--- src/hw/rtl/rsa_pkg.sv ---
// shared types and constants of the running statistics accumulator
package rsa_pkg;

  localparam int SAMPLE_BITS_DEF    = 31;
  localparam int MEAN_FRAC_BITS_DEF = 16;
  localparam int VAR_BITS           = 64;
  localparam int COUNT_BITS         = 32;

  // item kinds carried on tuser
  localparam logic OP_ADD   = 1'b0;
  localparam logic OP_MERGE = 1'b1;

  typedef enum logic [2:0] {
    ST_IDLE,
    ST_MAC,
    ST_DIV_MEAN,
    ST_SQUARE,
    ST_ADD_SQ,
    ST_DIV_VAR,
    ST_DONE
  } state_e;

endpackage

--- src/hw/rtl/running_stats_accumulator.sv ---
// running minimum, peak, count, mean and variance of unsigned samples
//
// input channel s_axis: one item is either a new sample (tuser low) or a
// statistics record to merge in (tuser high); tdata carries sample, other
// minimum, peak, mean, variance and count. output channel m_axis: one item
// per input item with the statistics after the update.
// the work is bit serial: a shift-add pass forms mean*n and var*n
// together, one restoring divider makes one quotient bit a cycle,
// and the squared deviation comes from a second shift-add pass
//   add sample:    shift-add, divide mean, square, add square, divide var
//   merge record:  shift-add, divide mean, divide var
//   empty merge:   straight to done (counts sum to zero, mean and variance kept)
// each then returns to idle before the next item is taken
// the result sits in an output register, so a new item is accepted while
// it waits; a finished item holds in the done state until that register
// is free, so a stalled receiver stalls the input after at most one item
// reset: minimum all ones, peak, mean, variance and count zero, no result
module running_stats_accumulator #(
  parameter int SAMPLE_BITS    = rsa_pkg::SAMPLE_BITS_DEF,
  parameter int MEAN_FRAC_BITS = rsa_pkg::MEAN_FRAC_BITS_DEF,
  localparam int MB       = SAMPLE_BITS + MEAN_FRAC_BITS,
  localparam int IN_BITS  = 3 * SAMPLE_BITS + MB + rsa_pkg::VAR_BITS + rsa_pkg::COUNT_BITS,
  localparam int IN_W     = ((IN_BITS + 7) / 8) * 8,
  localparam int OUT_BITS = 2 * SAMPLE_BITS + MB + rsa_pkg::VAR_BITS + rsa_pkg::COUNT_BITS,
  localparam int OUT_W    = ((OUT_BITS + 7) / 8) * 8
) (
  input  logic             clk_i,
  input  logic             rst_ni,
  input  logic             s_axis_tvalid,
  output logic             s_axis_tready,
  // sample, other_minimum, other_peak, other_mean, other_variance, other_count
  input  logic [IN_W-1:0]  s_axis_tdata,
  // op
  input  logic             s_axis_tuser,
  output logic             m_axis_tvalid,
  input  logic             m_axis_tready,
  // minimum, peak, mean, variance, count
  output logic [OUT_W-1:0] m_axis_tdata
);

  localparam int S      = SAMPLE_BITS;
  localparam int F      = MEAN_FRAC_BITS;
  localparam int VB     = rsa_pkg::VAR_BITS;
  localparam int CB     = rsa_pkg::COUNT_BITS;
  localparam int DIV_W  = CB + 1;                          // n+1 or n+m
  localparam int ACCM_W = (MB + DIV_W > 2 * MB) ? MB + DIV_W : 2 * MB;
  localparam int ACCV_W = VB + DIV_W;
  localparam int MUL_W  = (MB > CB) ? MB : CB;
  localparam int STEP_W = $clog2(VB);

  // input field offsets, lowest first
  localparam int IN_OMIN  = S;
  localparam int IN_OPK   = 2 * S;
  localparam int IN_OMEAN = 3 * S;
  localparam int IN_OVAR  = 3 * S + MB;
  localparam int IN_OCNT  = 3 * S + MB + VB;

  // fields of the input item
  logic          in_op;
  logic [S-1:0]  in_sample;
  logic [S-1:0]  in_omin;
  logic [S-1:0]  in_opk;
  logic [MB-1:0] in_omean;
  logic [VB-1:0] in_ovar;
  logic [CB-1:0] in_ocnt;

  assign in_op     = s_axis_tuser;
  assign in_sample = s_axis_tdata[0 +: S];
  assign in_omin   = s_axis_tdata[IN_OMIN +: S];
  assign in_opk    = s_axis_tdata[IN_OPK +: S];
  assign in_omean  = s_axis_tdata[IN_OMEAN +: MB];
  assign in_ovar   = s_axis_tdata[IN_OVAR +: VB];
  assign in_ocnt   = s_axis_tdata[IN_OCNT +: CB];

  // control
  rsa_pkg::state_e   state_q, state_d;
  logic [STEP_W-1:0] cnt_q, cnt_d;
  logic              merge_q, merge_d;
  logic              out_valid_q, out_valid_d;

  // running statistics
  logic [S-1:0]  min_q, min_d;
  logic [S-1:0]  peak_q, peak_d;
  logic [MB-1:0] mean_q, mean_d;
  logic [VB-1:0] var_q, var_d;
  logic [CB-1:0] count_q, count_d;

  // operands and serial datapath
  logic [DIV_W-1:0]  div_q, div_d;        // divisor
  logic [MB-1:0]     bm_q, bm_d;          // other mean, scaled sample, then deviation
  logic [VB-1:0]     bv_q, bv_d;          // other variance, zero when adding
  logic [MUL_W-1:0]  mul_q, mul_d;        // n, then deviation, msb first
  logic [CB-1:0]     mulm_q, mulm_d;      // m, or one when adding
  logic [ACCM_W-1:0] accm_q, accm_d;
  logic [ACCV_W-1:0] accv_q, accv_d;
  logic [DIV_W-1:0]  rem_q, rem_d;
  logic [VB-1:0]     dvd_q, dvd_d;        // dividend bits out on top, quotient in at bottom
  logic [OUT_W-1:0]  out_data_q, out_data_d;

  // strobes
  logic in_accept;
  logic out_load;
  logic step_last;

  // shared comb values
  logic [DIV_W-1:0]  tot;
  logic              empty_merge;
  logic [ACCM_W-1:0] mac_m_sum;
  logic [ACCV_W-1:0] mac_v_sum;
  logic [ACCM_W-1:0] sq_sum;
  logic [ACCV_W-1:0] accv_plus_sq;
  logic [DIV_W:0]    div_t;
  logic              div_ge;
  logic [DIV_W:0]    div_sub;
  logic [DIV_W-1:0]  div_rem;
  logic [VB-1:0]     div_dvd;
  logic [MB-1:0]     q_mean;
  logic [MB-1:0]     xs_dev;

  // ---------------------------------------------------------------------
  // next state
  // ---------------------------------------------------------------------
  assign tot = {1'b0, count_q} + ((in_op == rsa_pkg::OP_MERGE) ? {1'b0, in_ocnt}
                                                               : DIV_W'(1));
  assign empty_merge = (in_op == rsa_pkg::OP_MERGE) && (tot == '0);
  assign step_last   = (cnt_q == '0);

  always_comb begin
    state_d = state_q;
    unique case (state_q)
      rsa_pkg::ST_IDLE: begin
        if (in_accept) begin
          state_d = empty_merge ? rsa_pkg::ST_DONE : rsa_pkg::ST_MAC;
        end
      end
      rsa_pkg::ST_MAC: begin
        if (step_last) state_d = rsa_pkg::ST_DIV_MEAN;
      end
      rsa_pkg::ST_DIV_MEAN: begin
        if (step_last) state_d = merge_q ? rsa_pkg::ST_DIV_VAR : rsa_pkg::ST_SQUARE;
      end
      rsa_pkg::ST_SQUARE: begin
        if (step_last) state_d = rsa_pkg::ST_ADD_SQ;
      end
      rsa_pkg::ST_ADD_SQ: begin
        state_d = rsa_pkg::ST_DIV_VAR;
      end
      rsa_pkg::ST_DIV_VAR: begin
        if (step_last) state_d = rsa_pkg::ST_DONE;
      end
      rsa_pkg::ST_DONE: begin
        if (out_load) state_d = rsa_pkg::ST_IDLE;
      end
      default: state_d = rsa_pkg::ST_IDLE;
    endcase
  end

  // ---------------------------------------------------------------------
  // handshake outputs and strobes
  // ---------------------------------------------------------------------
  always_comb begin
    s_axis_tready = (state_q == rsa_pkg::ST_IDLE);
    in_accept     = s_axis_tvalid && s_axis_tready;
    // a finished item moves to the output register once it is free
    out_load      = (state_q == rsa_pkg::ST_DONE) && (!out_valid_q || m_axis_tready);
  end

  assign m_axis_tvalid = out_valid_q;
  assign m_axis_tdata  = out_data_q;

  // ---------------------------------------------------------------------
  // serial arithmetic
  // ---------------------------------------------------------------------
  // msb-first shift-add: mean*n + b*m and var*n + ovar*m in one pass
  assign mac_m_sum = (accm_q << 1)
                   + (mul_q[MUL_W-1] ? ACCM_W'(mean_q) : '0)
                   + (mulm_q[CB-1]   ? ACCM_W'(bm_q)   : '0);
  assign mac_v_sum = (accv_q << 1)
                   + (mul_q[MUL_W-1] ? ACCV_W'(var_q) : '0)
                   + (mulm_q[CB-1]   ? ACCV_W'(bv_q)  : '0);

  // squaring pass of the deviation held in bm_q
  assign sq_sum = (accm_q << 1) + (mul_q[MUL_W-1] ? ACCM_W'(bm_q) : '0);

  // var*n plus the squared deviation with its fraction dropped
  assign accv_plus_sq = accv_q + ACCV_W'(accm_q >> (2 * F));

  // restoring divider step, one quotient bit a cycle
  assign div_t   = {rem_q, dvd_q[VB-1]};
  assign div_sub = div_t - {1'b0, div_q};
  assign div_ge  = (div_t >= {1'b0, div_q});
  assign div_rem = div_ge ? div_sub[DIV_W-1:0] : div_t[DIV_W-1:0];
  assign div_dvd = {dvd_q[VB-2:0], div_ge};

  // new mean and distance of the scaled sample from it
  assign q_mean = div_dvd[MB-1:0];
  assign xs_dev = (bm_q >= q_mean) ? (bm_q - q_mean) : (q_mean - bm_q);

  always_comb begin
    cnt_d       = cnt_q;
    merge_d     = merge_q;
    min_d       = min_q;
    peak_d      = peak_q;
    mean_d      = mean_q;
    var_d       = var_q;
    count_d     = count_q;
    div_d       = div_q;
    bm_d        = bm_q;
    bv_d        = bv_q;
    mul_d       = mul_q;
    mulm_d      = mulm_q;
    accm_d      = accm_q;
    accv_d      = accv_q;
    rem_d       = rem_q;
    dvd_d       = dvd_q;
    out_data_d  = out_data_q;
    out_valid_d = out_valid_q;

    if (out_valid_q && m_axis_tready) out_valid_d = 1'b0;

    unique case (state_q)
      rsa_pkg::ST_IDLE: begin
        if (in_accept) begin
          merge_d = in_op;
          div_d   = tot;
          cnt_d   = STEP_W'(CB - 1);
          mul_d   = MUL_W'(count_q) << (MUL_W - CB);
          accm_d  = '0;
          accv_d  = '0;
          if (in_op == rsa_pkg::OP_MERGE) begin
            mulm_d = in_ocnt;
            bm_d   = in_omean;
            bv_d   = in_ovar;
            if (in_omin < min_q) min_d = in_omin;
            if (in_opk > peak_q) peak_d = in_opk;
          end else begin
            // the sample enters the mean pass as x*2^F times one
            mulm_d = CB'(1);
            bm_d   = MB'(in_sample) << F;
            bv_d   = '0;
            if (in_sample < min_q) min_d = in_sample;
            if (in_sample > peak_q) peak_d = in_sample;
          end
          // count saturates, the divisor keeps the true sum
          count_d = tot[CB] ? '1 : tot[CB-1:0];
        end
      end
      rsa_pkg::ST_MAC: begin
        accm_d = mac_m_sum;
        accv_d = mac_v_sum;
        mul_d  = mul_q << 1;
        mulm_d = mulm_q << 1;
        cnt_d  = cnt_q - 1'b1;
        if (step_last) begin
          // quotient fits MB bits, so the high part starts below the divisor
          rem_d = mac_m_sum[MB +: DIV_W];
          dvd_d = VB'(mac_m_sum[MB-1:0]) << (VB - MB);
          cnt_d = STEP_W'(MB - 1);
        end
      end
      rsa_pkg::ST_DIV_MEAN: begin
        rem_d = div_rem;
        dvd_d = div_dvd;
        cnt_d = cnt_q - 1'b1;
        if (step_last) begin
          mean_d = q_mean;
          if (merge_q) begin
            rem_d = accv_q[VB +: DIV_W];
            dvd_d = accv_q[VB-1:0];
            cnt_d = STEP_W'(VB - 1);
          end else begin
            bm_d   = xs_dev;
            mul_d  = MUL_W'(xs_dev) << (MUL_W - MB);
            accm_d = '0;
            cnt_d  = STEP_W'(MB - 1);
          end
        end
      end
      rsa_pkg::ST_SQUARE: begin
        accm_d = sq_sum;
        mul_d  = mul_q << 1;
        cnt_d  = cnt_q - 1'b1;
      end
      rsa_pkg::ST_ADD_SQ: begin
        rem_d = accv_plus_sq[VB +: DIV_W];
        dvd_d = accv_plus_sq[VB-1:0];
        cnt_d = STEP_W'(VB - 1);
      end
      rsa_pkg::ST_DIV_VAR: begin
        rem_d = div_rem;
        dvd_d = div_dvd;
        cnt_d = cnt_q - 1'b1;
        if (step_last) var_d = div_dvd;
      end
      rsa_pkg::ST_DONE: begin
        if (out_load) begin
          out_data_d  = OUT_W'({count_q, var_q, mean_q, peak_q, min_q});
          out_valid_d = 1'b1;
        end
      end
      default: begin
      end
    endcase
  end

  // ---------------------------------------------------------------------
  // registers
  // ---------------------------------------------------------------------
  always_ff @(posedge clk_i or negedge rst_ni) begin
    if (!rst_ni) begin
      state_q     <= rsa_pkg::ST_IDLE;
      cnt_q       <= '0;
      out_valid_q <= 1'b0;
      min_q       <= '1;
      peak_q      <= '0;
      mean_q      <= '0;
      var_q       <= '0;
      count_q     <= '0;
    end else begin
      state_q     <= state_d;
      cnt_q       <= cnt_d;
      out_valid_q <= out_valid_d;
      min_q       <= min_d;
      peak_q      <= peak_d;
      mean_q      <= mean_d;
      var_q       <= var_d;
      count_q     <= count_d;
    end
  end

  always_ff @(posedge clk_i) begin
    merge_q    <= merge_d;
    div_q      <= div_d;
    bm_q       <= bm_d;
    bv_q       <= bv_d;
    mul_q      <= mul_d;
    mulm_q     <= mulm_d;
    accm_q     <= accm_d;
    accv_q     <= accv_d;
    rem_q      <= rem_d;
    dvd_q      <= dvd_d;
    out_data_q <= out_data_d;
  end

endmodule

--- config.mk ---
export PLATFORM = sky130hd
export DESIGN_NAME = running_stats_accumulator
export DESIGN_NICKNAME = d
export VERILOG_FILES = /design/src/hw/rtl/rsa_pkg.sv /design/src/hw/rtl/running_stats_accumulator.sv
export SDC_FILE = /design/constraint.sdc
export NUM_CORES = 2
export LEC_CHECK = 0
export CAP_MARGIN = 20
export CORE_MARGIN = 1.5
export CORE_UTILIZATION = 40
export CTS_CLUSTER_DIAMETER = 120
export DETAILED_ROUTE_END_ITERATION = 8
export DONT_BUFFER_PORTS = 1
export PLACE_DENSITY = 0.64
export SLEW_MARGIN = 20
export SYNTH_ARGS = -nofsm -noshare
export SYNTH_HDL_FRONTEND = slang
export SYNTH_SLANG_ARGS = --single-unit
--- constraint.sdc ---
create_clock -name clk_i -period 14.7 [get_ports clk_i]
set_input_delay 2.94 -clock clk_i [delete_from_list [all_inputs] [get_ports clk_i]]
set_output_delay 2.94 -clock clk_i [all_outputs]
set_load 0.03 [all_outputs]
==> impl_metrics.toml <==
[outcome]
status = "finished, final reports clean"

[route]
wl_per_cell_um = 27.1
route.detailed.drc = 0
vias = 56342
drt-pass1-iter-count = 7
via_per_inst = 6.11
drtAntennaViolNets = 0
routed_wl_um = 250000
drtIter0Drc = 6370

[power_and_ir_drop]
p_leak_nw = 30.3
pwr-share-comb_pct = 23.7
net-switching-power_w = 0.00254
internal-power_w = 0.00549
pwr-share-clk_pct = 36.9
pwr_density_cell_mw_per_mm2 = 109
vdd_ir_drop_max_mv = 0.123
switching_share_pct = 31.6
seqPwrFrac_pct = 39.4

[synthesis]
synth_flop_cell = "edfxtp_1"
synth-seq-cells = 932
yosysSeqAreaShare_pct = 39.8
syn_avg_cell_area_sq_um = 9.50
netlist_instances = 7119
synthArstFlopShare_pct = 23.1
yosysWarnings = 0
ys_types = 95
netlist_area_sq_mm = 0.0677
synth_edf_count = 717

[layout]
num-nets-final = 7761
multi_input_area_sq_mm = 0.0382
post-route-cell-area_sq_mm = 0.0735
seqCellArea_sq_mm = 0.0270
fin_util_pct = 43.8
final_cell_mix = "717 x edfxtp_1, 603 x a21oi_1, 565 x nand2_1, 552 x nor2_1, 503 x ha_1"
area_growth_pct = 8.58
nFillCells = 16076
final_common_cell = "edfxtp_1"
drive_above_1_share_pct = 5.69

[floorplan]
dieHeight_um = 414
die_area_sq_mm = 0.172
initial_core_util_pct = 40.4
rows = 150
core_area_sq_mm = 0.168
pin_count = 455
die_w_um = 414

[sta]
max_slew_margin_pct = 20.6
slew_violations = 0
finalSetupTns_ns = 0
tightestPinTransition_ns = 1.18
fmax_ghz = 0.124
finClkSkew_ns = 0.0615
hold_viol_final = 0
min_period_ns = 8.07
setup_violations = 0
fin_crit_sh_pct = 54.9
rsz0062_at_grt = "no"

[grt]
overflow = 0
grt_max_degree = 216
grt_pass1_vias = 54147
grt_pass1_wl_um = 363000
grt_usage_pct = 28.1
antenna_found_initial = 22

[placement]
dp_hpwl_um = 192000
gp_congestion = 0.984
post_dp_cell_area_sq_mm = 0.0695
port_buffers = 0

[clock_network]
cts_buffers = 107
cts_buffer_depth = 3
h-tree-depth = 3
cts.hold.buffers_added = 0
ctsResizeCount = 0
cts_tree = "done"
cts_setup_buffers = 0
cts.root.buffer_cell = "clkbuf_16"
clk_pin_slew_ns = 0.06
clock_latency_ns = 0.80
cts_sinks = 932

[worst_setup_path]
cp_data_arrival_time_ns = 8.56
timing_worst_setup_path_type = "reg2reg"
cp.required_ns = 15.19
critPathLaunchType = "flop"
crit_fanout = 22
worst_setup_path_end_kind = "flop"

[flow_run]
maxCapViolCount = 0

[worst_hold_path]
hp-class = "reg2reg"
## area by class of cell
type,instances,area share [%]
diodes,19,0.0647
clock inverters,66,1.20
clock buffers,138,4.05
multi-input cells,5489,52.1
well taps,2204,3.75
repair buffers,59,0.603
flip-flops and latches,932,36.7
inverters,307,1.58
## state kept, by name (all words and copies together), names as in the netlist, 32 cells and up
name / flops
mulm_q: 32
mean_q: 47
var_q: 64
bv_q: 64
accm_q: 94
mul_q: 47
dvd_q: 64
accv_q: 97
div_q: 33
bm_q: 47
count_q: 32
rem_q: 33
m_axis_tdata: 205
## routing by layer
metal | GRT usage [%] | wire (um) | vias to the layer above
li1 | - | - | 25639
met4 | 10.5 | 10300 | 12
met2 | 42.5 | 108000 | 2747
met5 | 0 | 82 | -
met1 | 39.5 | 109000 | 27490
met3 | 5.83 | 22700 | 454
## synth_stat cells (13+ instances only)
| master | count | area [sq um] |
|---|---|---|
| o21ai_0 | 433 | 2170 |
| nor3_1 | 102 | 510 |
| nor2b_1 | 77 | 482 |
| a21oi_1 | 608 | 3040 |
| nor2_1 | 560 | 2100 |
| ha_1 | 503 | 6290 |
| a221oi_1 | 27 | 236 |
| a221o_1 | 13 | 130 |
| o221ai_1 | 27 | 236 |
| and2_1 | 382 | 2390 |
| o31ai_1 | 23 | 173 |
| nand2b_1 | 49 | 307 |
| a21boi_0 | 15 | 113 |
| xor2_1 | 160 | 1400 |
| a31oi_1 | 97 | 607 |
| o31a_1 | 21 | 184 |
| nand2_1 | 571 | 2140 |
| o21bai_1 | 60 | 450 |
| a21o_1 | 321 | 2410 |
| a211oi_1 | 81 | 608 |
| buf_1 | 18 | 67.6 |
| and3_1 | 50 | 313 |
| or4_1 | 15 | 113 |
| mux2_2 | 52 | 586 |
| nand4_1 | 139 | 870 |
| a2111oi_0 | 18 | 158 |
| fa_1 | 117 | 2340 |
| edfxtp_1 | 717 | 21500 |
| dfstp_2 | 31 | 815 |
| a211o_1 | 19 | 166 |
| and4_1 | 16 | 140 |
| nor4_1 | 31 | 194 |
| or2_2 | 13 | 81.3 |
| mux2i_1 | 105 | 1050 |
| dfrtp_1 | 184 | 4600 |
| o21a_1 | 56 | 420 |
| a222oi_1 | 31 | 310 |
| clkbuf_1 | 362 | 1360 |
| a22oi_1 | 48 | 360 |
| o22ai_1 | 58 | 363 |
| o211ai_1 | 30 | 225 |
| nand3_1 | 123 | 616 |
| or3_1 | 48 | 300 |
| inv_1 | 305 | 1140 |
| xnor2_1 | 249 | 2180 |
## power groups by stage
| stage | combinational (W) | sequential, W | clock (W) |
|---|---|---|---|
| final | 0.00190 | 0.00316 | 0.00296 |
| after floorplan | 0.00130 | 0.00314 | 0 |
| after detailed placement | 0.00183 | 0.00321 | 0 |
| after global placement | 0.00183 | 0.00321 | 0 |
| after global routing | 0.00206 | 0.00317 | 0.00309 |
| after CTS | 0.00186 | 0.00316 | 0.00301 |
## critical path, stage by stage (launching register included)
cell      delay [ns]
edfxtp_1        0.42
inv_1           0.08
ha_1            0.15
inv_1           0.06
fa_1            0.41
a21o_1          0.17
a21oi_1         0.29
o21ai_0         0.19
nor4_1          0.53
o31ai_1         0.29
a31o_2          0.33
a21oi_4         0.34
inv_1           0.12
ha_1            0.30
and4_1          0.15
nand4_1         0.11
nor4_1          0.09
a221oi_1        0.31
buf_4           0.20
nand2_1         0.18
nor2_2          0.78
buf_4           0.44
o211ai_1        0.19
a221oi_1        0.56
o211ai_1        0.22
a221oi_1        0.37
xor2_1          0.32
a21oi_1         0.12
## path summary, 6_finish.rpt
| check | start | to | slack (ns) | depth (start not counted) |
|---|---|---|---|---|
| setup / recovery | dvd_q[63] | mul_q[45] | 6.63 | 27 |
| hold / removal | peak_q[21] | m_axis_tdata[52] | 0.45 | 0 |
| setup reg to reg | dvd_q[63] | mul_q[45] | 6.63 | 27 |
| hold reg to reg | peak_q[21] | m_axis_tdata[52] | 0.45 | 0 |
| max in group asynchronous | rst_ni | var_q[14] | 12.03 | 0 |
| min in group asynchronous | rst_ni | m_axis_tvalid | 1.93 | 0 |
## per-stage QoR
| stage | total power [W] | hold WS (ns) | worst slack (ns) | instances |
|---|---|---|---|---|
| 6_report | 0.00803 | 0.447 | 6.63 | 9214 |
| 3_5_place_dp | 0.00504 | 0.431 | 6.79 | 8991 |
| 3_3_place_gp | 0.00503 | 0.426 | 6.80 | 8991 |
| 2_1_floorplan | 0.00445 | 0.425 | 2.44 | 7121 |
| 4_1_cts | 0.00802 | 0.446 | 6.74 | 9195 |
| 5_1_grt | 0.00832 | 0.453 | 6.31 | 9202 |
## logic make-up (layout without fill, tap and decap cells)
logic type / after synthesis / after routing / synth area share, %
XOR/XNOR: 410 / 410 / 5.34
AND/OR/NAND/NOR: 2206 / 2206 / 16.0
AO/OA/AOI/OAI: 2093 / 2093 / 19.7
flip-flops: 932 / 932 / 39.8
adder cells (fa/ha/maj): 620 / 620 / 12.8
other: 1 / 22 / 0.00554
multiplexers: 157 / 157 / 2.42
buffers and inverters: 700 / 570 / 3.96
No activity file was read; power rests on OpenSTA's default activity.
